`config.mk`:
```
export PLATFORM = sky130hd
export DESIGN_NAME = binary_to_decimal_ascii
export DESIGN_NICKNAME = d
export VERILOG_FILES = /design/src/rtl/btda_pkg.sv /design/src/rtl/binary_to_decimal_ascii.sv
export SDC_FILE = /design/constraint.sdc
export NUM_CORES = 1
export LEC_CHECK = 0
export ABC_AREA = 0
export BUFFER_PORTS_ARGS = -buffer_cell sky130_fd_sc_hd__buf_2
export CORE_AREA = 2 2 112 114
export CTS_BUF_LIST = sky130_fd_sc_hd__clkbuf_16
export CTS_CLUSTER_SIZE = 10
export DETAILED_ROUTE_END_ITERATION = 16
export DIE_AREA = 0 0 114 116
export HOLD_SLACK_MARGIN = 0.02
export PLACE_DENSITY_LB_ADDON = 0.05
export SLEW_MARGIN = 15
export SYNTH_ARGS = -nofsm -noshare
export SYNTH_HDL_FRONTEND = slang
export SYNTH_SLANG_ARGS = --single-unit
```
`constraint.sdc`:
```
create_clock -name clk -period 3.77 [get_ports clk]
set_clock_uncertainty 0.1 [all_clocks]
set_input_delay 0.377 -clock clk [delete_from_list [all_inputs] [get_ports clk]]
set_output_delay 0.377 -clock clk [all_outputs]
set_load 0.005 [all_outputs]
```
`src/rtl/btda_pkg.sv`:
```
// Shared types and constants for the binary to decimal ASCII converter.
// No dependencies; imported by binary_to_decimal_ascii.
`timescale 1ns / 1ps

package btda_pkg;

  // ascii codes used by the formatter
  localparam logic [7:0] CHAR_ZERO  = 8'h30;
  localparam logic [7:0] CHAR_MINUS = 8'h2d;

  // configuration register indexes
  localparam logic CFG_SPACER = 1'b0;
  localparam logic CFG_PLUS   = 1'b1;

  // first power-of-ten index for each width, and the last index
  localparam logic [1:0] POW_FIRST_WIDE   = 2'd0;
  localparam logic [1:0] POW_FIRST_NARROW = 2'd2;
  localparam logic [1:0] POW_LAST         = 2'd3;

  // sequencer states
  typedef enum logic [3:0] {
    S_IDLE  = 4'b0001,
    S_SIGN  = 4'b0010,
    S_SUB   = 4'b0100,
    S_FINAL = 4'b1000
  } state_t;

  // power of ten for each digit position, most significant first
  function automatic logic [15:0] pow10(input logic [1:0] idx);
    logic [15:0] p;
    begin
      case (idx)
        2'd0:    p = 16'd10000;
        2'd1:    p = 16'd1000;
        2'd2:    p = 16'd100;
        default: p = 16'd10;
      endcase
      return p;
    end
  endfunction

endpackage

```
`src/rtl/binary_to_decimal_ascii.sv`:
```
// Binary to decimal ASCII converter: one number in, its characters out.
// After an item is accepted, the sequencer handles the sign slot, then for each digit position
// subtracts the power of ten until a borrow and emits the digit, and last emits the final
// digit; output stalls can hold any step that emits a character.
// One 17-bit subtractor does all the digit work; in_ready is high only in the idle state, so
// a number is taken only after the last one has left the sequencer. Synchronous reset clears
// the sequencer, output valid and both config registers.
`timescale 1ns / 1ps

module binary_to_decimal_ascii (
  input  logic        clk,
  input  logic        rst,
  input  logic        in_valid,
  output logic        in_ready,
  input  logic [15:0] value,
  input  logic [1:0]  mode,
  output logic        out_valid,
  input  logic        out_ready,
  output logic [7:0]  out_char,
  output logic        last,
  input  logic        cfg_we,
  input  logic        cfg_index,
  input  logic [7:0]  cfg_data
);
  import btda_pkg::*;

  state_t      state;
  logic [7:0]  spacer_char;
  logic [7:0]  plus_char;
  logic [15:0] mag;
  logic        neg;
  logic        sgn;
  logic        leading;
  logic [1:0]  idx;
  logic [3:0]  digit;

  logic [15:0] pow;
  logic [16:0] diff;
  logic        borrow;
  logic        can_emit;
  logic        emit_en;
  logic [7:0]  emit_char;
  logic        emit_last;
  logic        fire;
  logic        in_wide;
  logic        in_neg;
  logic [15:0] in_mag;
  logic [7:0]  neg_lo;
  logic [15:0] neg_full;

  // configuration writes
  always_ff @(posedge clk) begin
    if (rst) begin
      spacer_char <= '0;
      plus_char   <= '0;
    end else if (cfg_we) begin
      unique case (cfg_index)
        CFG_SPACER: spacer_char <= cfg_data;
        CFG_PLUS:   plus_char   <= cfg_data;
        default:    ;
      endcase
    end
  end

  // magnitude of the incoming number
  always_comb begin
    in_wide  = mode[1];
    neg_lo   = ~value[7:0] + 8'd1;
    neg_full = ~value + 16'd1;
    if (in_wide) begin
      in_neg = mode[0] & value[15];
      in_mag = in_neg ? neg_full : value;
    end else begin
      in_neg = mode[0] & value[7];
      in_mag = {8'd0, (in_neg ? neg_lo : value[7:0])};
    end
  end

  // shared subtractor against the current power of ten
  assign pow    = pow10(idx);
  assign diff   = {1'b0, mag} - {1'b0, pow};
  assign borrow = diff[16];

  assign in_ready = (state == S_IDLE);
  assign can_emit = !out_valid || out_ready;

  // character selection for the current step
  always_comb begin
    emit_en   = 1'b0;
    emit_char = CHAR_ZERO;
    emit_last = 1'b0;
    unique case (state)
      S_IDLE: ;
      S_SIGN: begin
        if (neg) begin
          emit_en   = 1'b1;
          emit_char = CHAR_MINUS;
        end else if (sgn && plus_char != 8'd0) begin
          emit_en   = 1'b1;
          emit_char = plus_char;
        end
      end
      S_SUB: begin
        if (borrow) begin
          if (digit != 4'd0) begin
            emit_en   = 1'b1;
            emit_char = CHAR_ZERO + {4'd0, digit};
          end else if (spacer_char == CHAR_ZERO || !leading) begin
            emit_en   = 1'b1;
          end else if (spacer_char != 8'd0) begin
            emit_en   = 1'b1;
            emit_char = spacer_char;
          end
        end
      end
      S_FINAL: begin
        emit_en   = 1'b1;
        emit_char = CHAR_ZERO + {4'd0, mag[3:0]};
        emit_last = 1'b1;
      end
      default: ;
    endcase
  end

  assign fire = emit_en && can_emit;

  // sequencer
  always_ff @(posedge clk) begin
    if (rst) begin
      state <= S_IDLE;
    end else begin
      unique case (state)
        S_IDLE: begin
          if (in_valid) begin
            mag     <= in_mag;
            neg     <= in_neg;
            sgn     <= mode[0];
            leading <= 1'b1;
            digit   <= 4'd0;
            idx     <= in_wide ? POW_FIRST_WIDE : POW_FIRST_NARROW;
            state   <= S_SIGN;
          end
        end
        S_SIGN: begin
          if (!emit_en || can_emit) begin
            state <= S_SUB;
          end
        end
        S_SUB: begin
          if (!borrow) begin
            mag   <= diff[15:0];
            digit <= digit + 4'd1;
          end else if (!emit_en || can_emit) begin
            if (digit != 4'd0) begin
              leading <= 1'b0;
            end
            digit <= 4'd0;
            if (idx == POW_LAST) begin
              state <= S_FINAL;
            end else begin
              idx <= idx + 2'd1;
            end
          end
        end
        S_FINAL: begin
          if (can_emit) begin
            state <= S_IDLE;
          end
        end
        default: state <= S_IDLE;
      endcase
    end
  end

  // output register
  always_ff @(posedge clk) begin
    if (rst) begin
      out_valid <= 1'b0;
    end else if (fire) begin
      out_valid <= 1'b1;
    end else if (out_ready) begin
      out_valid <= 1'b0;
    end
  end

  always_ff @(posedge clk) begin
    if (fire) begin
      out_char <= emit_char;
      last     <= emit_last;
    end
  end

  // a digit count stays a decimal digit
  assert property (@(posedge clk) disable iff (rst)
    (state == S_SUB) |-> (digit <= 4'd9))
    else $error("digit count out of range");

  // remainder stays below ten times the current power
  assert property (@(posedge clk) disable iff (rst)
    (state == S_SUB) |-> ({1'b0, mag} < 17'(pow) * 17'd10))
    else $error("remainder too large for digit position");

  // leaving the final step presents the last character
  assert property (@(posedge clk) disable iff (rst)
    (state == S_FINAL && can_emit) |=> (out_valid && last && state == S_IDLE))
    else $error("final character not presented");

endmodule

```
; ---- Word level (Yosys, flattened, before mapping)
; Cells that the tools add are included.
[classes]
muxes = 47
reduce_logical = 22
bitwise_logic = 6
eq_ne = 18
add_sub_neg = 7
[ops]
columns = operator, n
row1 = two-way mux 16 bit, 4
row2 = two-way mux 8 bit, 7
row3 = one-hot mux 14 bit (3 select lines), 1
row4 = two-way mux 4 bit, 9
row5 = one-hot mux 16 bit (2 select lines), 1
row6 = one-hot mux 8 bit (3 select lines), 1
row7 = inequality test 2 bit (second input constant), 9
row8 = AND reduction 6 bit, 3
row9 = subtractor 16 x 16 -> 17 bit, 1
row10 = adder 16 x 1 -> 16 bit (second input constant), 1
row11 = NOT 16 bit, 1
row12 = one-hot mux 4 bit (4 select lines), 1
row13 = nonzero test 8 bit, 2
row14 = adder 6 x 4 -> 7 bit (first input constant), 2
row15 = two-way mux 1 bit, 14
row16 = two-way mux 2 bit, 5
row17 = adder 8 x 1 -> 8 bit (second input constant), 1
row18 = == test 8 x 6 -> 1 bit (second input constant), 1
row19 = NOT 8 bit, 1
row20 = one-hot mux 4 bit (2 select lines), 1
row21 = AND reduction 4 bit, 2
row22 = adder 4 x 1 -> 4 bit (second input constant), 1
row23 = == test 2 bit (second input constant), 2
row24 = == test 4 x 1 -> 1 bit (second input constant), 1
row25 = other kinds (19), 28
[word_totals]
output_inout_bits = 11
register_bits = 55
in_bits = 32

; ---- Longest topological paths before layout
; Gate-level depths: netlist (run 1).
[logic_depth]
word_depth = 11
mapped_depth = 11
ltp_nobuf = 10

; ---- Worst setup path after synthesis (run 1)
; Ideal clock, no wire load.
[synth_timing]
path_type = reg-to-reg
from = reg idx[0]
to = reg mag[10], enable pin
synth_period_minus_slack_ns = 3.650
required_time_ns = 3.259
path_stages_with_launch = 11
arrival_ns = 3.140
setup_slack_ns = 0.120
path_buffers = 1
cell_sequence = edfxtp_1 -> inv_1 -> ha_1 -> inv_1 -> ha_1 -> o21a_1 -> o211a_1 -> nand4b_1 -> o211a_1 -> buf_4 -> a211oi_1
[synth_between]
elab_chain_len = 5
word_cells_on_any_way = 7
[synth_lines]
columns = item, line_no
row1 = from (decl), binary_to_decimal_ascii.sv:34  ; logic [1:0] idx;
row2 = from (signal assigned), binary_to_decimal_ascii.sv:140  ; idx <= in_wide ? POW_FIRST_WIDE : POW_FIRST_NARROW;
row3 = from (signal assigned), binary_to_decimal_ascii.sv:161  ; idx <= idx + 2'd1;
row4 = "== test 2 bit, or another cell as far along", btda_pkg.sv:32  ; case (idx)
row5 = one-hot mux 14 bit (3 select lines) *, btda_pkg.sv:32
row6 = subtractor 16 x 16 -> 17 bit *, binary_to_decimal_ascii.sv:81  ; assign diff = {1'b0, mag} - {1'b0, pow};
row7 = inequality test 2 bit (no line) *, --
row8 = AND reduction 4 bit (no line) *, --
row9 = to (signal assigned), binary_to_decimal_ascii.sv:135  ; mag <= in_mag;
row10 = to (signal assigned), binary_to_decimal_ascii.sv:151  ; mag <= diff[15:0];
row11 = to (decl), binary_to_decimal_ascii.sv:30  ; logic [15:0] mag;
; Every way passes the cells marked *; elsewhere a longest branch is shown, timed or not.
; A chain may end at the register's enable or synchronous reset.

; ---- Worst setup path after layout (run 1)
[layout_timing]
from = reg idx[0]
to = reg idx[0], enable pin
[layout_between]
elab_chain_len = 9
word_cells_on_any_way = 14
[layout_lines]
columns = item, line_no
row1 = "== test 2 bit, or another cell as far along", btda_pkg.sv:32
row2 = one-hot mux 14 bit (3 select lines), btda_pkg.sv:32
row3 = subtractor 16 x 16 -> 17 bit, binary_to_decimal_ascii.sv:81
row4 = two-way mux 1 bit, binary_to_decimal_ascii.sv:104  ; if (borrow) begin
row5 = one-hot mux 1 bit (3 select lines), binary_to_decimal_ascii.sv:92  ; unique case (state)
row6 = logical NOT 1 bit, binary_to_decimal_ascii.sv:153  ; end else if (!emit_en || can_emit) begin
row7 = logical OR 1 bit, binary_to_decimal_ascii.sv:153
row8 = inequality test 2 bit (no line), --
row9 = AND reduction 6 bit (no line) *, --
; Marked as above.

==> results of run 1 <==
## per-stage QoR
| stage | utilization, % | hold WS [ns] | cells |
|---|---|---|---|
| 2_1_floorplan | - | 0.343 | 396 |
| 3_3_place_gp | 33.1 | 0.367 | 576 |
| 3_5_place_dp | 33.1 | 0.362 | 576 |
| 4_1_cts | 34.4 | 0.224 | 584 |
| 5_1_grt | 34.4 | 0.243 | 584 |
| 6_report | 34.4 | 0.230 | 584 |
## logic make-up (layout without fill, tap and decap cells)
group                    Yosys count  count (layout)  synth area share [%]
AND/OR/NAND/NOR                  152             152                  22.0
AO/OA/AOI/OAI                    111             111                  20.2
flip-flops                        55              55                  40.5
buffers and inverters             32              73                  3.55
XOR/XNOR                          21              21                  5.16
adder cells (fa/ha/maj)           20              20                  7.24
multiplexers                       5               5                  1.41
## path summary, 6_finish.rpt
| path | end | slack [ns] | depth (start not counted) |
|---|---|---|---|
| setup / recovery | idx[0] | 0.43 | 9 |
| hold / removal | spacer_char[3] | 0.23 | 3 |
| setup reg to reg | idx[0] | 0.43 | 9 |
| hold reg to reg | plus_char[2] | 0.39 | 2 |
## synth_stat cells (all sizes together), types with 6 or more instances
cell    count
nor2       26
o21ai      21
edfxtp     34
nand2b      6
dfxtp      21
a21oi      43
inv        18
o31ai       6
nor3        9
nor2b       8
nand2      56
xor2       10
nand3      16
xnor2      11
clkbuf     12
ha         19
## registers in the layout, indices dropped and copies added (netlist names)
register	flops
digit	4
idx	2
last	1
leading	1
mag	16
neg	1
out_char	8
out_valid	1
plus_char	8
sgn	1
spacer_char	8
state	4
## power by group
| group | total [W] | switching, W | internal (W) |
|---|---|---|---|
| clock | 0.000483 | 0.000232 | 0.000250 |
| sequential | 0.000697 | 0.0000273 | 0.000669 |
| combinational | 0.000274 | 0.000162 | 0.000112 |
## cell type report
cell class / instances / area (sq um) / area share [%]
Clock buffer: 5 / 125 / 3.06
Clock inverter: 3 / 21.3 / 0.520
Inverter: 18 / 67.6 / 1.65
Multi-Input combinational cell: 309 / 2010 / 49.0
Sequential cell: 55 / 1440 / 35.2
Tap cell: 147 / 184 / 4.49
Timing Repair Buffer: 47 / 248 / 6.05
## critical path, stage by stage (launching register included)
cell      delay (ns)
edfxtp_1        0.44
inv_1           0.11
ha_1            0.21
o21bai_1        0.24
ha_1            0.34
a21o_1          0.24
a311oi_1        0.33
o211a_1         0.42
nand2_1         0.17
o31ai_1         0.39
## placed cells by master, fill, tap and decap left out, drive strengths merged, types with 4 or more instances in the layout
cell type and instances:
a211oi 5, a21oi 43, a22oi 4, a31oi 4, buf 47, clkbuf 5
dfxtp 21, edfxtp 34, ha 19, inv 21, mux2i 5, nand2 56
nand2b 6, nand3 16, nor2 26, nor2b 8, nor3 9, nor4 4
nor4b 5, o21ai 21, o31ai 6, or3 5, or4 5, xnor2 11
xor2 10
## metal layers
layer | vias up | GRT usage (%) | wire, um | share of wire, %
met5 | - | 0 | 0 | 0
met4 | 0 | 4.96 | 165 | 1.7
met3 | 12 | 2.20 | 264 | 2.7
met2 | 52 | 29.4 | 5030 | 52
met1 | 1412 | 18.0 | 4240 | 44
li1 | 1544 | - | - | -
==> flow_summary.ini, run 1 <==
[yosys]
yosysUniqueCellTypes = 64
synth_ff_type = edfxtp_1
yosysWarnings = 0
syn-num-nets = 448
syn_inst = 396
synth_area_leader_cell = edfxtp_1
netlist_area_sq_um = 3560
synthArstFlopShare_pct = 0
synth_edf_count = 34
synth.area.top_cells = edfxtp_1 (29%), dfxtp_1 (12%), ha_1 (6.7%), a21oi_1 (6.0%), nand2_1 (5.8%)
ys_ff_latch = 55
synth_top_area_share_pct = 28.7
avgSynthCellArea_sq_um = 9.00
ys_seq_area_share_pct = 40.5

[global_route]
grt_max_degree = 25
grt_pass1_wl_um = 15800
grt_pass1_vias = 3069
antenna_found_initial = 0
grt.total_usage_pct = 15.5
grt-ovfl-total = 0

[power_and_ir_drop]
peakVddDrop_mv = 0.148
finalPower_w = 0.00145
leakage_nw = 1.58
powerDensity_nw_per_um2 = 355

[critical_path]
end_kind = flop
cp.arrival_ns = 3.20
crit_fanout = 9
rr_startpoint = idx[0]
critPathLaunchType = flop
path_class = reg -> reg
required_ns = 3.63
critPathLaunch = idx[0]

[min_path]
hold_class = in -> reg
hp-start = cfg_data[3]

[floorplanning]
dieArea_sq_um = 13200
core_area_sq_um = 11900
rows = 40
die_h_um = 116
start_util_pct = 29.9
fp.dieW_um = 114
pin_count = 43

[placed_design]
place_congestion = 0.797
portBuffers = 42
place_ws_ns = 0.473
postPlaceCellArea_sq_um = 3950
dp_hpwl_um = 7580

[drt]
wirelength_um = 9700
vias = 3020
drt-pass1-iter-count = 4
wl_per_cell_um = 16.6
antenna_left = 0
drc_errors = 0
via_per_inst = 5.17
drt_iter0_drc = 135

[timing]
report.final.slew_viol_count = 0
worst_pin_slew_ns = 0.836
rsz0062_at_grt = no
finalSetupViolCount = 0
fin_setup_tns_ns = 0
setup_ws_ns = 0.425
relSlewSlack_pct = 44.2
fmax_ghz = 0.299
fin_crit_sh_pct = 88.7
finalHoldViolations = 0
period_needed_ns = 3.34

[layout]
n_fill_cell = 1264
post-route-cell-area_sq_um = 4090
layout.nets = 488
area_delta_synth_final_pct = 14.9
diodes = 0
drive_gt1_share_pct = 16.5

[clock_network]
cts_buffers = 5
post_cts_resized = 0
cts-hold-fix-buffers = 0
cts_tree = built
postCtsSetupRepairBufs = 0
clk_latency_ns = 0.30
clkSinkCount = 55
htreeDepth = 2
cts-root-buf = clkbuf_16
clock_path_buffers = 2
clk_pin_slew_worst_paths_ns = 0.07

[job]
maxCapViolCount = 0

[status]
status = complete, no violations
No activity file was read; power rests on OpenSTA's default activity.
==> inputs of run 2 (changes only) <==
--- a/config.mk
+++ b/config.mk
@@ -7,6 +7,8 @@
 export LEC_CHECK = 0
 export ABC_AREA = 0
 export BUFFER_PORTS_ARGS = -buffer_cell sky130_fd_sc_hd__buf_2
+export CELL_PAD_IN_SITES_DETAIL_PLACEMENT = 0
+export CELL_PAD_IN_SITES_GLOBAL_PLACEMENT = 2
 export CORE_AREA = 2 2 112 114
 export CTS_BUF_LIST = sky130_fd_sc_hd__clkbuf_16
 export CTS_CLUSTER_SIZE = 10
==> run 2 against run 1 <==
Against the previous run:
- critical path depth fell by 1
- highest routed layer unchanged
- wire length rose by 5.5%
- global-route usage rose by 0.87 points
==> flow_summary.ini, run 2 (same netlist as run 1, synthesis figures left out) <==
[floorplanning]
pin_count = 43
rows = 40
core_area_sq_um = 11900
fp.dieW_um = 114
start_util_pct = 29.9
die_h_um = 116
dieArea_sq_um = 13200

[drt]
drt_iter0_drc = 124
antenna_left = 0
drt-pass1-iter-count = 4
wl_per_cell_um = 17.5
drc_errors = 0
via_per_inst = 5.19
vias = 3029
wirelength_um = 10200

[power_and_ir_drop]
peakVddDrop_mv = 0.172
leakage_nw = 1.59
powerDensity_nw_per_um2 = 362

[critical_path]
crit_fanout = 9
path_class = reg -> reg
end_kind = flop
rr_startpoint = idx[0]
reg2reg_depth = 8
required_ns = 3.63
regToRegSetupSlack_ns = 0.48
critPathLaunchType = flop
cp.arrival_ns = 3.15
r2r-end = idx[0]

[timing]
finalHoldViolations = 0
report.final.slew_viol_count = 0
fmax_ghz = 0.304
fin_setup_tns_ns = 0
relSlewSlack_pct = 42.0
finalSetupViolCount = 0
rsz0062_at_grt = no
hold_ws_ns = 0.231
worst_pin_slew_ns = 0.869
period_needed_ns = 3.29
fin_crit_sh_pct = 87.3

[global_route]
grt.total_usage_pct = 16.4
grt.met1_usage_pct = 18.8
antenna_found_initial = 0
met2_usage_pct = 30.9
grt-ovfl-total = 0
gr-usage-met3_pct = 2.62
grt_pass1_wl_um = 16600
grt_max_degree = 25
grt_pass1_vias = 3140
busiest_layer = met2

[clock_network]
postCtsSetupRepairBufs = 0
clock_path_buffers = 2
clk_latency_ns = 0.30
cts_tree = built
clkSinkCount = 55
clk_pin_slew_worst_paths_ns = 0.07
cts-root-buf = clkbuf_16
cts-hold-fix-buffers = 0
post_cts_resized = 0
cts_buffers = 5
htreeDepth = 2

[placed_design]
place_congestion = 0.777
dp_hpwl_um = 8000
postPlaceCellArea_sq_um = 3950
portBuffers = 42

[layout]
final_util_pct = 34.5
layout.nets = 488
area_delta_synth_final_pct = 15.3
layout_commonest_cell = nand2_1
diodes = 0
layout_common_cells = nand2_1 (55), a21oi_1 (43), buf_2 (42)
n_fill_cell = 1302
post-route-cell-area_sq_um = 4110
top_register = mag
drive_gt1_share_pct = 16.2
largest_register_ffs = 16

[min_path]
hold_class = in -> reg
min_to = spacer_char[0]
hp-start = cfg_data[0]
min_path_cells = 3

[job]
maxCapViolCount = 0

[status]
status = complete, no violations
-- run 2: cell count changes in the layout (fill, tap and decap cells not counted), sizes merged --
cell    previous run  this run
clkbuf             5         6
inv               21        20
-- run 2: final cells by class --
cell class                 instances  area [sq um]  share of cell area [%]
timing repair buffer              47           248                    6.03
tap                              147           184                    4.48
clock inverter                     2          10.0                   0.244
clock buffer                       6           150                    3.66
inverter                          18          67.6                    1.65
sequential                        55          1440                    35.1
multi-input combinational        309          2010                    48.8
-- run 2: power by group --
group / switching (W) / internal, W
combinational: 0.000165 / 0.000112
clock: 0.000227 / 0.000286
sequential: 0.0000266 / 0.000669
-- run 2: worst max path at each step --
stage          slack, ns      end  startpoint  cells past startpoint
5_1_grt             0.14   idx[1]      idx[0]                     10
3_5_place_dp        0.46   idx[1]      idx[0]                      8
6_report            0.48   idx[0]      idx[0]                      8
4_1_cts             0.45   idx[1]      idx[0]                      8
3_3_place_gp        0.59   idx[1]      idx[0]                      8
2_1_floorplan       0.12  mag[10]      idx[0]                     10
-- run 2: worst max-delay path, stage by stage (launching register included) --
cell and delay [ns]:
edfxtp_1 0.46, ha_1 0.27, o21bai_1 0.24, ha_1 0.33
a21o_1 0.25, a311oi_1 0.34, o211a_1 0.41, nand2_1 0.17
o31ai_1 0.38
-- run 2: per-layer routing --
layer  part of all wire (%)  up-vias
li1                       -     1539
met4                    1.3        0
met2                     52       58
met3                    3.6       10
met5                      0        -
met1                     43     1422
-- run 2: stage by stage --
step	power (W)	instances	setup slack (ns)
after floorplan	0.000896	396	0.120
after global placement	0.000991	576	0.589
after detailed placement	0.000990	576	0.461
after CTS	0.00151	584	0.445
after global routing	0.00157	584	0.140
final	0.00149	584	0.480
==> inputs of run 3 (changes only) <==
--- a/config.mk
+++ b/config.mk
@@ -6,7 +6,6 @@
 export NUM_CORES = 1
 export LEC_CHECK = 0
 export ABC_AREA = 0
-export BUFFER_PORTS_ARGS = -buffer_cell sky130_fd_sc_hd__buf_2
 export CELL_PAD_IN_SITES_DETAIL_PLACEMENT = 0
 export CELL_PAD_IN_SITES_GLOBAL_PLACEMENT = 2
 export CORE_AREA = 2 2 112 114
@@ -14,8 +13,9 @@
 export CTS_CLUSTER_SIZE = 10
 export DETAILED_ROUTE_END_ITERATION = 16
 export DIE_AREA = 0 0 114 116
+export DONT_BUFFER_PORTS = 1
 export HOLD_SLACK_MARGIN = 0.02
-export PLACE_DENSITY_LB_ADDON = 0.05
+export PLACE_DENSITY_LB_ADDON = 0.1
 export SLEW_MARGIN = 15
 export SYNTH_ARGS = -nofsm -noshare
 export SYNTH_HDL_FRONTEND = slang
==> run 3 against run 2 <==
Against the previous run:
- wire length shrank 3.1%
- total power shrank 3.2%
- fmax shrank 0.79%
- clock power shrank 3%
- sequential power is essentially flat
- first-iteration DRC count grew 38%
==> flow_summary.ini, run 3 (same netlist as run 1, synthesis figures left out) <==
[drt]
drt-pass1-iter-count = 4
vias = 2874
wirelength_um = 9910
antenna_left = 0
wl_per_cell_um = 18.2
drc_errors = 0
drt_iter0_drc = 171
via_per_inst = 5.28

[timing]
relSlewSlack_pct = 44.6
report.final.slew_viol_count = 0
finalHoldViolations = 0
finalSetupViolCount = 0
fmax_ghz = 0.302
worst_pin_slew_ns = 0.829
rsz0062_at_grt = no
period_needed_ns = 3.32
fin_setup_tns_ns = 0
fin_crit_sh_pct = 88.0

[min_path]
min_path_cells = 1
hold_class = in -> reg

[global_route]
grt-ovfl-total = 0
grt.total_usage_pct = 15.7
antenna_found_initial = 0
grt_max_degree = 25
grt_pass1_wl_um = 15800
grt_pass1_vias = 2838

[clock_network]
postCtsSetupRepairBufs = 0
clock_path_buffers = 2
cts-hold-fix-buffers = 0
cts_buffers = 5
clk_pin_slew_worst_paths_ns = 0.08
post_cts_resized = 0
clk_latency_ns = 0.31
cts_tree = built
cts-root-buf = clkbuf_16
htreeDepth = 2
clkSinkCount = 55

[critical_path]
rr_startpoint = idx[0]
slowest_stage = edfxtp_1
required_ns = 3.63
r2r-end = idx[1]
reg2reg_depth = 8
crit_path_frequent_cell = ha_1
slowest_delay_ns = 0.47
crit_fanout = 9
critPathLaunch = idx[0]
end_kind = flop
cp.arrival_ns = 3.18
critPathLaunchType = flop
crit_path_cell_trace = ha_1, o21bai_1, ha_1, a21o_1, a311oi_1, o211a_1, nand2_1, o31ai_1
regToRegSetupSlack_ns = 0.45
cp-endpoint = idx[1]
path_class = reg -> reg

[layout]
diodes = 0
drive_gt1_share_pct = 8.06
layout.nets = 448
area_delta_synth_final_pct = 9.62
layout_common_cells = nand2_1 (55), a21oi_1 (43), edfxtp_1 (34)
largest_register_ffs = 16
layout_commonest_cell = nand2_1
top_register = mag
stdcell_count = 544
post-route-cell-area_sq_um = 3910

[floorplanning]
rows = 40
pin_count = 43
core_area_sq_um = 11900
start_util_pct = 29.9
dieArea_sq_um = 13200
fp.dieW_um = 114
die_h_um = 116

[placed_design]
portBuffers = 0
dp_hpwl_um = 7750
place_inst = 536
place_congestion = 0.784
postPlaceCellArea_sq_um = 3750

[power_and_ir_drop]
powerDensity_nw_per_um2 = 368
leakage_nw = 1.42
peakVddDrop_mv = 0.179

[job]
maxCapViolCount = 0

[status]
status = complete, no violations
==> run 3: changes by cell type in the layout (fill, tap and decap cells not counted) <==
cell | previous run | this run
buf_4 | 5 | 7
inv_8 | 0 | 1
buf_2 | 42 | 0
clkinv_4 | 0 | 2
inv_4 | 1 | 0
clkbuf_16 | 6 | 5
inv_1 | 19 | 18
==> run 3: stage by stage <==
stage               utilization, %  setup slack, ns  power [W]  hold slack, ns
floorplan                        -            0.120   0.000896           0.343
global route                  32.8            0.182    0.00151          0.0251
detailed placement            31.5            0.462   0.000957           0.358
CTS                           32.8            0.418    0.00146          0.0247
global placement              31.5            0.587   0.000959           0.357
finish                        32.8            0.453    0.00144          0.0414
==> run 3: cell type report <==
type | instances | area (sq um)
Fill cell | 1266 | 8010
Multi-Input combinational cell | 309 | 2010
Sequential cell | 55 | 1440
Tap cell | 147 | 184
Clock buffer | 5 | 125
Inverter | 18 | 67.6
Timing Repair Buffer | 7 | 52.6
Clock inverter | 3 | 28.8
==> run 3: power by group <==
group	internal (W)	switching, W	total [W]
combinational	0.000103	0.000142	0.000245
clock	0.000254	0.000242	0.000496
sequential	0.000669	0.0000273	0.000697
==> run 3: worst min path at each step <==
| stage | start | endpoint | slack, ns |
|---|---|---|---|
| 2_1_floorplan | plus_char[7] | plus_char[7] | 0.34 |
| 3_3_place_gp | rst | spacer_char[4] | 0.36 |
| 3_5_place_dp | rst | spacer_char[4] | 0.36 |
| 4_1_cts | rst | spacer_char[2] | 0.02 |
| 5_1_grt | rst | plus_char[5] | 0.03 |
| 6_report | rst | plus_char[4] | 0.04 |
==> run 3: critical path: cells and delay by family (launching register included) <==
family	cells	cell delay, ns
fa+ha+maj	2	0.61
compound gates	5	1.62
simple gates	1	0.17
flops	1	0.47
==> run 3: routing by layer <==
metal	part of all wire (%)	wire (um)	vias up	track usage, %
met1	44	4370	1344	19.1
li1	-	-	1465	-
met4	0.83	82	0	3.25
met2	52	5120	58	28.5
met5	0	0	-	0
met3	3.4	339	7	3.50
